<file path="src/sv/tdpt_pkg.sv">
// Shared types and constants of the trial-division prime tester.
// No dependencies; imported by tdpt_rem, trial_division_prime_tester_top and the testbench.

package tdpt_pkg;

	// Default width of the numbers that the block works on.
	localparam int WIDTH_DEF = 32;

	// Fixed width of the value and result_value ports.
	localparam int VALUE_W = 32;

	// Item kinds.
	localparam logic KIND_TEST = 1'b0;
	localparam logic KIND_NEXT = 1'b1;

	// Status of the shared remainder unit.
	typedef struct packed {
		logic done;
		logic zero;
	} rem_rsp_t;

endpackage

</file>
<file path="src/sv/tdpt_rem.sv">
// Shared iterative remainder unit: one restoring step per cycle.
// Depends on tdpt_pkg for the status struct.

module tdpt_rem #(
	parameter int WIDTH = tdpt_pkg::WIDTH_DEF
) (
	input  logic                 clk,
	input  logic                 arst_n,
	input  logic                 start,
	input  logic [WIDTH-1:0]     dividend,
	input  logic [WIDTH-1:0]     divisor,
	output tdpt_pkg::rem_rsp_t   rsp
);
	import tdpt_pkg::*;

	localparam int CNT_W = $clog2(WIDTH + 1);

	logic             run_q;
	logic             done_q;
	logic [CNT_W-1:0] cnt_q;
	logic [WIDTH-1:0] rem_q;
	logic [WIDTH-1:0] dvd_q;
	logic [WIDTH-1:0] dsr_q;
	logic [WIDTH:0]   shifted;
	logic [WIDTH:0]   diff;

	// The partial remainder stays below twice the divisor, so the top bit
	// of the difference is a clean borrow flag.
	assign shifted = {rem_q, dvd_q[WIDTH-1]};
	assign diff    = shifted - {1'b0, dsr_q};

	always_ff @(posedge clk or negedge arst_n) begin
		if (!arst_n) begin
			run_q  <= 1'b0;
			done_q <= 1'b0;
			cnt_q  <= '0;
		end else begin
			done_q <= 1'b0;
			if (start) begin
				run_q <= 1'b1;
				cnt_q <= CNT_W'(WIDTH);
			end else if (run_q) begin
				cnt_q <= cnt_q - 1'b1;
				if (cnt_q == CNT_W'(1)) begin
					run_q  <= 1'b0;
					done_q <= 1'b1;
				end
			end
		end
	end

	always_ff @(posedge clk) begin
		if (start) begin
			rem_q <= '0;
			dvd_q <= dividend;
			dsr_q <= divisor;
		end else if (run_q) begin
			dvd_q <= {dvd_q[WIDTH-2:0], 1'b0};
			rem_q <= diff[WIDTH] ? shifted[WIDTH-1:0] : diff[WIDTH-1:0];
		end
	end

	assign rsp.done = done_q;
	assign rsp.zero = (rem_q == '0);

endmodule

</file>
<file path="src/sv/trial_division_prime_tester_top.sv">
// Trial-division prime tester and next-prime finder on the 6k +/- 1 wheel.
// A test checks the candidate by 3 in the shared divider, then by i and i + 2 per
// wheel step, with at most about sqrt(n) / 6 steps. Next mode repeats that per odd
// candidate. Small and even values are settled without the divider. One item at a time.
// Reset clears the sequencer and the strobe; busy and done come out of reset low.

module trial_division_prime_tester_top #(
	parameter int WIDTH = tdpt_pkg::WIDTH_DEF
) (
	input  logic                         clk,
	input  logic                         arst_n,
	input  logic                         start,
	output logic                         busy,
	input  logic                         kind,
	input  logic [tdpt_pkg::VALUE_W-1:0] value,
	output logic                         done,
	output logic [tdpt_pkg::VALUE_W-1:0] result_value,
	output logic                         is_prime,
	output logic                         overflow
);
	import tdpt_pkg::*;

	localparam int SQ_W = WIDTH + 2;

	localparam logic [2:0] S_IDLE  = 3'd0;
	localparam logic [2:0] S_CLASS = 3'd1;
	localparam logic [2:0] S_W3    = 3'd2;
	localparam logic [2:0] S_LOOP  = 3'd3;
	localparam logic [2:0] S_WI    = 3'd4;
	localparam logic [2:0] S_WI2   = 3'd5;

	localparam logic [WIDTH-1:0] LIMIT   = {WIDTH{1'b1}} - WIDTH'(2);
	localparam logic [WIDTH-1:0] I_FIRST = WIDTH'(5);
	localparam logic [WIDTH-1:0] I_STEP  = WIDTH'(6);
	localparam logic [SQ_W-1:0]  SQ_FIRST  = SQ_W'(25);
	localparam logic [SQ_W-1:0]  DLT_FIRST = SQ_W'(96);
	localparam logic [SQ_W-1:0]  DLT_STEP  = SQ_W'(72);

	logic [2:0]       state_q;
	logic             kind_q;
	logic [WIDTH-1:0] cand_q;
	logic [WIDTH-1:0] i_q;
	logic [SQ_W-1:0]  sq_q;
	logic [SQ_W-1:0]  dlt_q;
	logic             done_q;
	logic [WIDTH-1:0] res_q;
	logic             prime_q;
	logic             ovf_q;

	logic [WIDTH-1:0] n_in;
	logic             sq_over;
	logic             vrd_valid;
	logic             vrd_prime;
	logic             rem_start;
	logic [WIDTH-1:0] rem_dsr;
	rem_rsp_t         rem_rsp;

	assign n_in         = WIDTH'(value);
	assign result_value = VALUE_W'(res_q);

	// The loop runs while i * i <= candidate; sq_q tracks i * i by adding
	// the running difference 12i + 36 at each wheel step.
	assign sq_over = (sq_q > {2'b00, cand_q});

	always_comb begin
		vrd_valid = 1'b0;
		vrd_prime = 1'b0;
		case (state_q)
			S_CLASS: begin
				if (cand_q <= WIDTH'(1)) begin
					vrd_valid = 1'b1;
				end else if (cand_q <= WIDTH'(3)) begin
					vrd_valid = 1'b1;
					vrd_prime = 1'b1;
				end else if (!cand_q[0]) begin
					vrd_valid = 1'b1;
				end
			end
			S_W3, S_WI, S_WI2: begin
				vrd_valid = rem_rsp.done && rem_rsp.zero;
			end
			S_LOOP: begin
				vrd_valid = sq_over;
				vrd_prime = 1'b1;
			end
			default: begin
				vrd_valid = 1'b0;
			end
		endcase
	end

	always_comb begin
		rem_start = 1'b0;
		rem_dsr   = i_q;
		case (state_q)
			S_CLASS: begin
				rem_start = !vrd_valid;
				rem_dsr   = WIDTH'(3);
			end
			S_LOOP: begin
				rem_start = !sq_over;
				rem_dsr   = i_q;
			end
			S_WI: begin
				rem_start = rem_rsp.done && !rem_rsp.zero;
				rem_dsr   = i_q + WIDTH'(2);
			end
			default: begin
				rem_start = 1'b0;
			end
		endcase
	end

	tdpt_rem #(
		.WIDTH (WIDTH)
	) u_rem (
		.clk      (clk),
		.arst_n   (arst_n),
		.start    (rem_start),
		.dividend (cand_q),
		.divisor  (rem_dsr),
		.rsp      (rem_rsp)
	);

	always_ff @(posedge clk or negedge arst_n) begin
		if (!arst_n) begin
			state_q <= S_IDLE;
			kind_q  <= KIND_TEST;
			cand_q  <= '0;
			i_q     <= '0;
			sq_q    <= '0;
			dlt_q   <= '0;
			done_q  <= 1'b0;
			res_q   <= '0;
			prime_q <= 1'b0;
			ovf_q   <= 1'b0;
		end else begin
			done_q <= 1'b0;
			if (state_q == S_IDLE) begin
				if (start) begin
					kind_q <= kind;
					if (kind == KIND_NEXT && n_in <= WIDTH'(2)) begin
						done_q  <= 1'b1;
						res_q   <= WIDTH'(2);
						prime_q <= 1'b1;
						ovf_q   <= 1'b0;
					end else begin
						cand_q  <= (kind == KIND_NEXT) ? (n_in | WIDTH'(1)) : n_in;
						state_q <= S_CLASS;
					end
				end
			end else if (vrd_valid) begin
				// A composite in next mode steps to the next odd, or overflows.
				if (kind_q == KIND_TEST || vrd_prime) begin
					done_q  <= 1'b1;
					res_q   <= cand_q;
					prime_q <= vrd_prime;
					ovf_q   <= 1'b0;
					state_q <= S_IDLE;
				end else if (cand_q > LIMIT) begin
					done_q  <= 1'b1;
					res_q   <= '0;
					prime_q <= 1'b0;
					ovf_q   <= 1'b1;
					state_q <= S_IDLE;
				end else begin
					cand_q  <= cand_q + WIDTH'(2);
					state_q <= S_CLASS;
				end
			end else begin
				case (state_q)
					S_CLASS: begin
						state_q <= S_W3;
					end
					S_W3: begin
						if (rem_rsp.done) begin
							i_q     <= I_FIRST;
							sq_q    <= SQ_FIRST;
							dlt_q   <= DLT_FIRST;
							state_q <= S_LOOP;
						end
					end
					S_LOOP: begin
						state_q <= S_WI;
					end
					S_WI: begin
						if (rem_rsp.done) begin
							state_q <= S_WI2;
						end
					end
					S_WI2: begin
						if (rem_rsp.done) begin
							i_q     <= i_q + I_STEP;
							sq_q    <= sq_q + dlt_q;
							dlt_q   <= dlt_q + DLT_STEP;
							state_q <= S_LOOP;
						end
					end
					default: begin
						state_q <= S_IDLE;
					end
				endcase
			end
		end
	end

	assign busy     = (state_q != S_IDLE);
	assign done     = done_q;
	assign is_prime = prime_q;
	assign overflow = ovf_q;

`ifndef SYNTHESIS
	// A result is only given out once the sequencer is back in idle.
	a_done_idle: assert property (@(posedge clk) disable iff (!arst_n)
		done |-> !busy)
		else $error("result strobe while the sequencer is still busy");

	// An overflowed search reports no prime and a zero result.
	a_ovf_result: assert property (@(posedge clk) disable iff (!arst_n)
		done && overflow |-> !is_prime && result_value == '0)
		else $error("overflow result carries a prime or a value");

	// The divider only finishes while an item is in progress.
	a_rem_busy: assert property (@(posedge clk) disable iff (!arst_n)
		rem_rsp.done |-> busy)
		else $error("divider finished while the sequencer was idle");

	// Accepting an item that needs trial division makes the block busy.
	a_accept_busy: assert property (@(posedge clk) disable iff (!arst_n)
		start && !busy && !(kind == KIND_NEXT && n_in <= WIDTH'(2)) |=> busy)
		else $error("accepted item did not start the sequencer");
`endif

endmodule

</file>
<file path="config.mk">
export PLATFORM = sky130hd
export DESIGN_NAME = trial_division_prime_tester_top
export DESIGN_NICKNAME = d
export VERILOG_FILES = /design/src/sv/tdpt_pkg.sv /design/src/sv/tdpt_rem.sv /design/src/sv/trial_division_prime_tester_top.sv
export SDC_FILE = /design/constraint.sdc
export NUM_CORES = 1
export LEC_CHECK = 0
export ABC_AREA = 1
export ABC_CLOCK_PERIOD_IN_PS = 3960
export CAP_MARGIN = 40
export CORE_ASPECT_RATIO = 2
export CORE_MARGIN = 10
export CORE_UTILIZATION = 24
export DETAILED_ROUTE_END_ITERATION = 16
export DONT_BUFFER_PORTS = 1
export GPL_ROUTABILITY_DRIVEN = 0
export PLACE_DENSITY = 0.49
export SLEW_MARGIN = 5
export SYNTH_ARGS = -nofsm -noshare
export SYNTH_HDL_FRONTEND = slang
export SYNTH_SLANG_ARGS = --single-unit
</file>
<file path="constraint.sdc">
create_clock -name clk -period 3.96 [get_ports clk]
set_clock_uncertainty 0.1 [all_clocks]
set_input_delay 0.198 -clock clk [delete_from_list [all_inputs] [get_ports clk]]
set_output_delay 0.198 -clock clk [all_outputs]
set_load 0.05 [all_outputs]
</file>
==> metrics.yaml, run 1 <==
cts:
  cts_sinks: 272
  clk_latency_ps: 600
  cts_tree: "yes"
  cts_setup_buffers: 0
  cts_htree_levels: 1
  ctsHoldBuffers: 36
  cts_resized: 0
  max-clock-path-buffers: 3
  cts_buffers: 27
  clock-root-buffer: "clkbuf_16"
  clk_pin_slew_ps: 70
run_status:
  violations: "hold timing"
  status: "finished with violations"
pwr:
  p_int_w: 0.00801
  powerDensity_nw_per_um2: 718
  vdd_ir_drop_max_uv: 674
  sequentialPowerShare: 0.310
  leakagePower_nw: 11.0
  p_clk_frac: 0.172
  switching_share: 0.512
  p_sw_w: 0.00840
  comb_power_share: 0.518
layout:
  nNetsFinal: 3231
  utilization: 0.271
  multi_input_area_um2: 11500
  ff_latch_area_um2: 6970
  final_layout_size_suffix_gt1_frac: 0.0385
  final.fill_count: 9369
  fin_cells: 4189
  syn2layout_area_growth_pct: 12.1
timing:
  min_period_ps: 3310
  report.final.slew_viol_count: 0
  setup_viol: 0
  slew-limit-headroom: 0.386
  hold_viol: 176
  fin_setup_tns_ps: 0
  fmax_mhz: 302
  rsz0062_at_grt: "no"
  hold_ws_ps: -793
  tightestPinTransition_ps: 898
  fin_crit_sh: 0.836
yosys:
  synthArstFlopShare: 0.647
  syn_avg_cell_area_um2: 6.58
  yosys.cell_types.count: 52
  ys_warn_count: 0
  netlist_instances: 3101
  syn-num-nets: 3238
  synth_ff_type: "dfrtp_1"
  ys_seq_elements: 272
  synth_area_um2: 20400
  synth-edff-count: 64
  ys_seq_area_frac: 0.341
critical_path:
  r2r_slack_ps: 650
  end_kind: "flop"
  startpoint_type: "flop"
  cp_slowest_cell: "dfrtp_1"
  crit_type: "reg2reg"
  cp_data_required_time_ps: 4100
  arrival_ps: 3450
  startpoint: "cand_q[29]"
  r2r-start: "cand_q[29]"
  reg2reg_to: "u_rem.dvd_q[9]"
  critPathCapture: "u_rem.dvd_q[9]"
  critPathMaxStageDelay_ps: 600
  worstPathMaxFanout: 32
  timing.critical_path.cells: "inv_1 -> ha_1 -> nand2_1 -> nor2_1 -> nand3_1 -> nor2_1 -> nand3b_1 -> nand3_2 -> nand3_1 -> nand2_4 -> inv_1 -> nand2_1 -> buf_4"
  rr_worst_depth: 13
detailed_routing:
  drt_pre_antenna_iters: 6
  ant_nets: 0
  viasPerCell: 4.75
  postRouteWirelength_um: 77800
  drt_iter0_drc: 1347
  routed-via-count: 19881
  wl_per_cell_um: 18.6
  route.detailed.drc: 0
die:
  core_area_um2: 84500
  die_w_um: 226
  rows: 151
  io_pins: 72
  initial_core_util: 0.242
  die-height_um: 432
  die_area_um2: 97800
global_route:
  grt_overflow: 0
  track_usage: 0.157
  grt_first_pass_wirelength_um: 119000
  grt_start_max_net_pins: 177
  antenna_found_initial: 1
  grt_pass1_vias: 19825
job:
  cap_violations: 0
placement:
  io_buffers: 0
  dp.final_hpwl_um: 59300
  dpl.cell_count: 4100
hold_path:
  hp-class: "in2async"
==> stage by stage <==
stage | cell area [µm²] | setup slack (ps) | hold slack, ps | power (W)
2_1_floorplan | 20400 | 901 | -198 | 0.0109
3_3_place_gp | 21600 | 706 | -179 | 0.0136
3_5_place_dp | 21600 | 689 | -180 | 0.0136
4_1_cts | 22900 | 663 | -827 | 0.0165
5_1_grt | 22900 | 358 | -811 | 0.0177
6_report | 22900 | 649 | -793 | 0.0164
==> state kept, by name, indices dropped and copies added, names as in the netlist <==
register / flops
u_rem.rem_q: 32
overflow: 1
done: 1
u_rem.run_q: 1
cand_q: 32
u_rem.dvd_q: 32
is_prime: 1
result_value: 32
kind_q: 1
u_rem.cnt_q: 6
dlt_q: 31
u_rem.dsr_q: 32
i_q: 32
u_rem.done_q: 1
sq_q: 34
state_q: 3
==> cell usage after synthesis (3+ instances only) <==
library cell | count | area [µm²]
a21boi_0 | 7 | 52.6
a21o_1 | 10 | 75.1
a21oi_1 | 116 | 581
and3_1 | 3 | 18.8
buf_1 | 4 | 15.0
buf_2 | 52 | 260
buf_4 | 11 | 82.6
clkbuf_1 | 37 | 139
dfrtp_1 | 176 | 4400
dfxtp_1 | 32 | 641
edfxtp_1 | 64 | 1920
ha_1 | 100 | 1250
inv_1 | 393 | 1480
inv_2 | 6 | 22.5
mux2_2 | 3 | 33.8
mux2i_1 | 4 | 40.0
nand2_1 | 1120 | 4200
nand2_2 | 4 | 25.0
nand3_1 | 229 | 1150
nand3_2 | 4 | 40.0
nand3b_1 | 39 | 293
nand4_1 | 81 | 507
nor2_1 | 277 | 1040
nor2_2 | 3 | 18.8
nor3_1 | 64 | 320
nor4_1 | 21 | 131
o211ai_1 | 10 | 75.1
o21a_1 | 5 | 37.5
o21ai_0 | 80 | 400
o21ai_1 | 20 | 100
o21bai_1 | 10 | 75.1
o22ai_1 | 5 | 31.3
or2_2 | 11 | 68.8
xnor2_1 | 33 | 289
xor2_1 | 47 | 412
==> kinds of logic (layout without fill, tap and decap cells) <==
| kind of cell | after synthesis | count (layout) | share of synthesized area |
|---|---|---|---|
| other | 0 | 3 | 0 |
| DFF | 272 | 272 | 0.341 |
| xor gates and xnor gates | 80 | 80 | 0.0343 |
| adders and majority gates | 101 | 101 | 0.0623 |
| muxes | 7 | 7 | 0.00362 |
| buffers and inverters | 506 | 520 | 0.0984 |
| and+or+nand+nor | 1863 | 1863 | 0.386 |
| AOI/OAI and AO/OA | 272 | 272 | 0.0738 |
==> routing by layer <==
layer / vias to the layer above / global-route usage / wire [µm]
met5: - / 0 / 0
met4: 0 / 0.103 / 5350
met3: 203 / 0.0131 / 2390
met2: 462 / 0.311 / 43000
met1: 9283 / 0.150 / 27000
li1: 9933 / - / -
==> power by group through the flow <==
| stage | logic, W | registers (W) | clock network [W] |
|---|---|---|---|
| 5_1_grt | 0.00958 | 0.00519 | 0.00298 |
| 4_1_cts | 0.00852 | 0.00510 | 0.00292 |
| 6_report | 0.00849 | 0.00509 | 0.00282 |
| 3_3_place_gp | 0.00844 | 0.00515 | 0 |
| 3_5_place_dp | 0.00842 | 0.00515 | 0 |
| 2_1_floorplan | 0.00605 | 0.00483 | 0 |
==> worst min path at each step <==
stage,cells after the start,endpoint,from,slack (ps)
6_report,0,result_value[18],arst_n,-790
5_1_grt,0,result_value[20],arst_n,-810
4_1_cts,0,result_value[26],arst_n,-830
3_5_place_dp,0,result_value[20],arst_n,-180
3_3_place_gp,0,result_value[20],arst_n,-180
2_1_floorplan,0,cand_q[0],arst_n,-200
==> layout by cell type (no fill, tap or decap), types with 6 or more instances in the layout <==
cell type      count
a21boi_0           7
a21o_1            10
a21oi_1          116
buf_4             26
clkbuf_16         27
clkinv_2           7
dfrtp_1          176
dfxtp_1           32
dlygate4sd3_1     36
edfxtp_1          64
ha_1             100
inv_1            393
inv_2              6
nand2_1         1118
nand3_1          229
nand3b_1          39
nand4_1           81
nor2_1           276
nor3_1            64
nor4_1            21
o211ai_1          10
o21ai_0           80
o21ai_1           20
o21bai_1          10
or2_2             11
xnor2_1           33
xor2_1            47
==> area by class of cell <==
type                       count  share of cell area
tap                         1071              0.0586
antenna                        3            0.000328
clock inverter                22              0.0103
inverter                     401              0.0658
sequential                   272               0.305
multi-input combinational   2323               0.501
timing repair buffer          69              0.0295
clock buffer                  28              0.0297
==> worst max-delay path: cells and delay by family (launching register included) <==
kind | cells | cell delay [ps]
DFF | 1 | 600
buffers and inverters | 3 | 710
and+or+nand+nor | 9 | 1170
adders and majority gates | 1 | 350
No activity file was read; power rests on OpenSTA's default activity.
==> inputs of run 2 (changes only) <==
Settings changed: ABC_CLOCK_PERIOD_IN_PS 3960 to 2800, PLACE_DENSITY 0.49 to 0.5.
Clock period 3.96 ns to 2.8 ns, I/O delays scaled along.
==> run 2 against run 1 <==
First-iteration DRC count up 11%. Critical endpoint is now sq_q[19]. Flip-flop and latch count unchanged. Utilization up 1.2 points. Critical path depth unchanged. The run still ends with hold timing left. Cell area up 4.6%. Largest cell class unchanged.
==> metrics.yaml, run 2 (synthesis gave the netlist of run 1 again) <==
run_status:
  violations: "hold timing"
  status: "finished with violations"
critical_path:
  arrival_ps: 3090  # -360 ps
  cp_slowest_cell: "a21boi_0"
  crit_buf_inv: 1  # -2
  path_delay_family: "simple AND/OR/NAND/NOR gates"
  crit_top_cell: "nand2_1"
  critPathMaxStageDelay_ps: 530  # -70 ps
  cp_data_required_time_ps: 3180  # -920 ps
  startpoint_type: "flop"
  crit_type: "reg2reg"
  worstPathMaxFanout: 4  # -88%
  timing.critical_path.cells: "ha_1 -> a21oi_1 -> inv_1 -> nand3_1 -> nand3_1 -> nand2_1 -> nand2_1 -> a21boi_0 -> nand2_1 -> nand2_1 -> nor2_1 -> nand2_1 -> nand2_1"
  r2r_slack_ps: 90  # -560 ps
  end_kind: "flop"
cts:
  clk_pin_slew_ps: 70  # about the same
  ctsHoldBuffers: 36  # unchanged
  max-clock-path-buffers: 3  # unchanged
  cts_htree_levels: 1  # unchanged
  clock-root-buffer: "clkbuf_16"
  cts_sinks: 272  # unchanged
  clk_latency_ps: 580  # -20 ps
  cts_tree: "yes"
  cts_buffers: 26  # -3.7%
layout:
  nNetsFinal: 3334  # +3.2%
  largest_reg_flops: 34  # unchanged
  layout_common_cells: "nand2_1, inv_1, nor2_1"
  regMostFlops: "sq_q"
  syn2layout_area_growth_pct: 17.2
  utilization: 0.283  # +0.0124
  final_common_cell: "nand2_1"
  final_layout_size_suffix_gt1_frac: 0.0786  # +0.0401
  final_area_um2: 23900  # +4.6%
placement:
  placed_cell_area_um2: 22500  # +4.0%
  io_buffers: 0  # unchanged
  dp.final_hpwl_um: 61800  # +4.3%
die:
  rows: 151  # unchanged
  die_w_um: 226  # unchanged
  die_area_um2: 97800  # unchanged
  die-height_um: 432  # unchanged
  core_area_um2: 84500  # unchanged
  initial_core_util: 0.242  # unchanged
  io_pins: 72  # unchanged
detailed_routing:
  ant_nets: 0  # unchanged
  route.detailed.drc: 0  # unchanged
  viasPerCell: 4.76  # +0.30%
  postRouteWirelength_um: 80300  # +3.1%
  wl_per_cell_um: 18.7  # +0.74%
  drt_pre_antenna_iters: 5  # -1
  drt_iter0_drc: 1495  # +11%
  routed-via-count: 20416  # +2.7%
pwr:
  vdd_ir_drop_max_uv: 640  # -5.0%
  sequentialPowerShare: 0.284  # -0.026
  switching_share: 0.499  # -0.0122
  leakagePower_nw: 11.6  # +5.2%
  p_int_w: 0.0122  # +52%
  comb_power_share: 0.558  # +0.040
  p_clk_frac: 0.157  # -0.015
  powerDensity_nw_per_um2: 1020  # +42%
  total_power_w: 0.0244  # +49%
  p_sw_w: 0.0122  # +45%
timing:
  setup_viol: 0  # unchanged
  hold_viol: 176  # unchanged
  tightestPinTransition_ps: 876  # -22.4 ps
  min_period_ps: 2710  # -601 ps
  hold_ws_ps: -834  # -41.0 ps
  fin_setup_tns_ps: 0  # unchanged
  report.final.slew_viol_count: 0  # unchanged
  slew-limit-headroom: 0.416  # +0.0304
  fmax_mhz: 369  # +22%
  fin_crit_sh: 0.968  # +0.132
global_route:
  track_usage: 0.160  # +0.00243
  grt_start_max_net_pins: 177  # unchanged
  grt_pass1_vias: 20373  # +2.8%
  grt_overflow: 0  # unchanged
  grt_first_pass_wirelength_um: 121000  # +1.3%
  antenna_found_initial: 1  # unchanged
job:
  cap_violations: 0  # unchanged
hold_path:
  hp-class: "in2async"
run 2: worst register-to-register path, delay by kind of cell (launching register included):
kind                       cells  cell delay, ps
and+or+nand+nor                9             860
DFF                            1             450
AOI/OAI and AO/OA              2             760
adders and majority gates      1             340
buffers and inverters          1             120
run 2: per-stage QoR:
step | cells | worst slack, ps
2_1_floorplan | 3101 | 55.7
3_3_place_gp | 4198 | -54.4
3_5_place_dp | 4198 | -14.0
4_1_cts | 4282 | 33.1
5_1_grt | 4289 | -17.8
6_report | 4289 | 90.2
run 2: worst paths after layout:
check,startpoint,end,depth (start not counted)
worst max-delay path,sq_q[4],sq_q[19],13
max in group asynchronous,arst_n,i_q[27],0
worst max register to register,sq_q[4],sq_q[19],13
min in group clk,value[3],done,8
worst min register to register,i_q[0],i_q[0],2
worst min-delay path,arst_n,result_value[17],0
run 2: area by class of cell:
cell class / count / area [µm²]
Antenna cell: 1 / 2.50
Clock inverter: 15 / 173
Sequential cell: 272 / 6970
Tap cell: 1071 / 1340
Inverter: 401 / 1510
Timing Repair Buffer: 173 / 1680
Fill cell: 9314 / 60500
Clock buffer: 33 / 702
Multi-Input combinational cell: 2323 / 11500
run 2: repair_timing:
item                       in CTS  in global routing
hold endpoints to repair      209                176
setup buffers                   0                  2
gates cloned                    0                  4
pin swaps                       0                  3
setup endpoints to repair      26                238
resized for setup               1                 39
run 2: power by group through the flow:
| stage | sequential, W | clock [W] | combinational [W] |
|---|---|---|---|
| after CTS | 0.00693 | 0.00395 | 0.0131 |
| after floorplan | 0.00683 | 0 | 0.00855 |
| after global routing | 0.00706 | 0.00406 | 0.0151 |
| after detailed placement | 0.00701 | 0 | 0.0130 |
| after global placement | 0.00699 | 0 | 0.0130 |
| final | 0.00693 | 0.00384 | 0.0136 |
run 2: layer usage:
layer | GRT usage | up-vias | routed length, µm
met5 | 0 | - | 0
met4 | 0.120 | 0 | 6740
met3 | 0.0139 | 226 | 2660
met2 | 0.315 | 523 | 44200
met1 | 0.147 | 9540 | 26600
li1 | - | 10127 | -
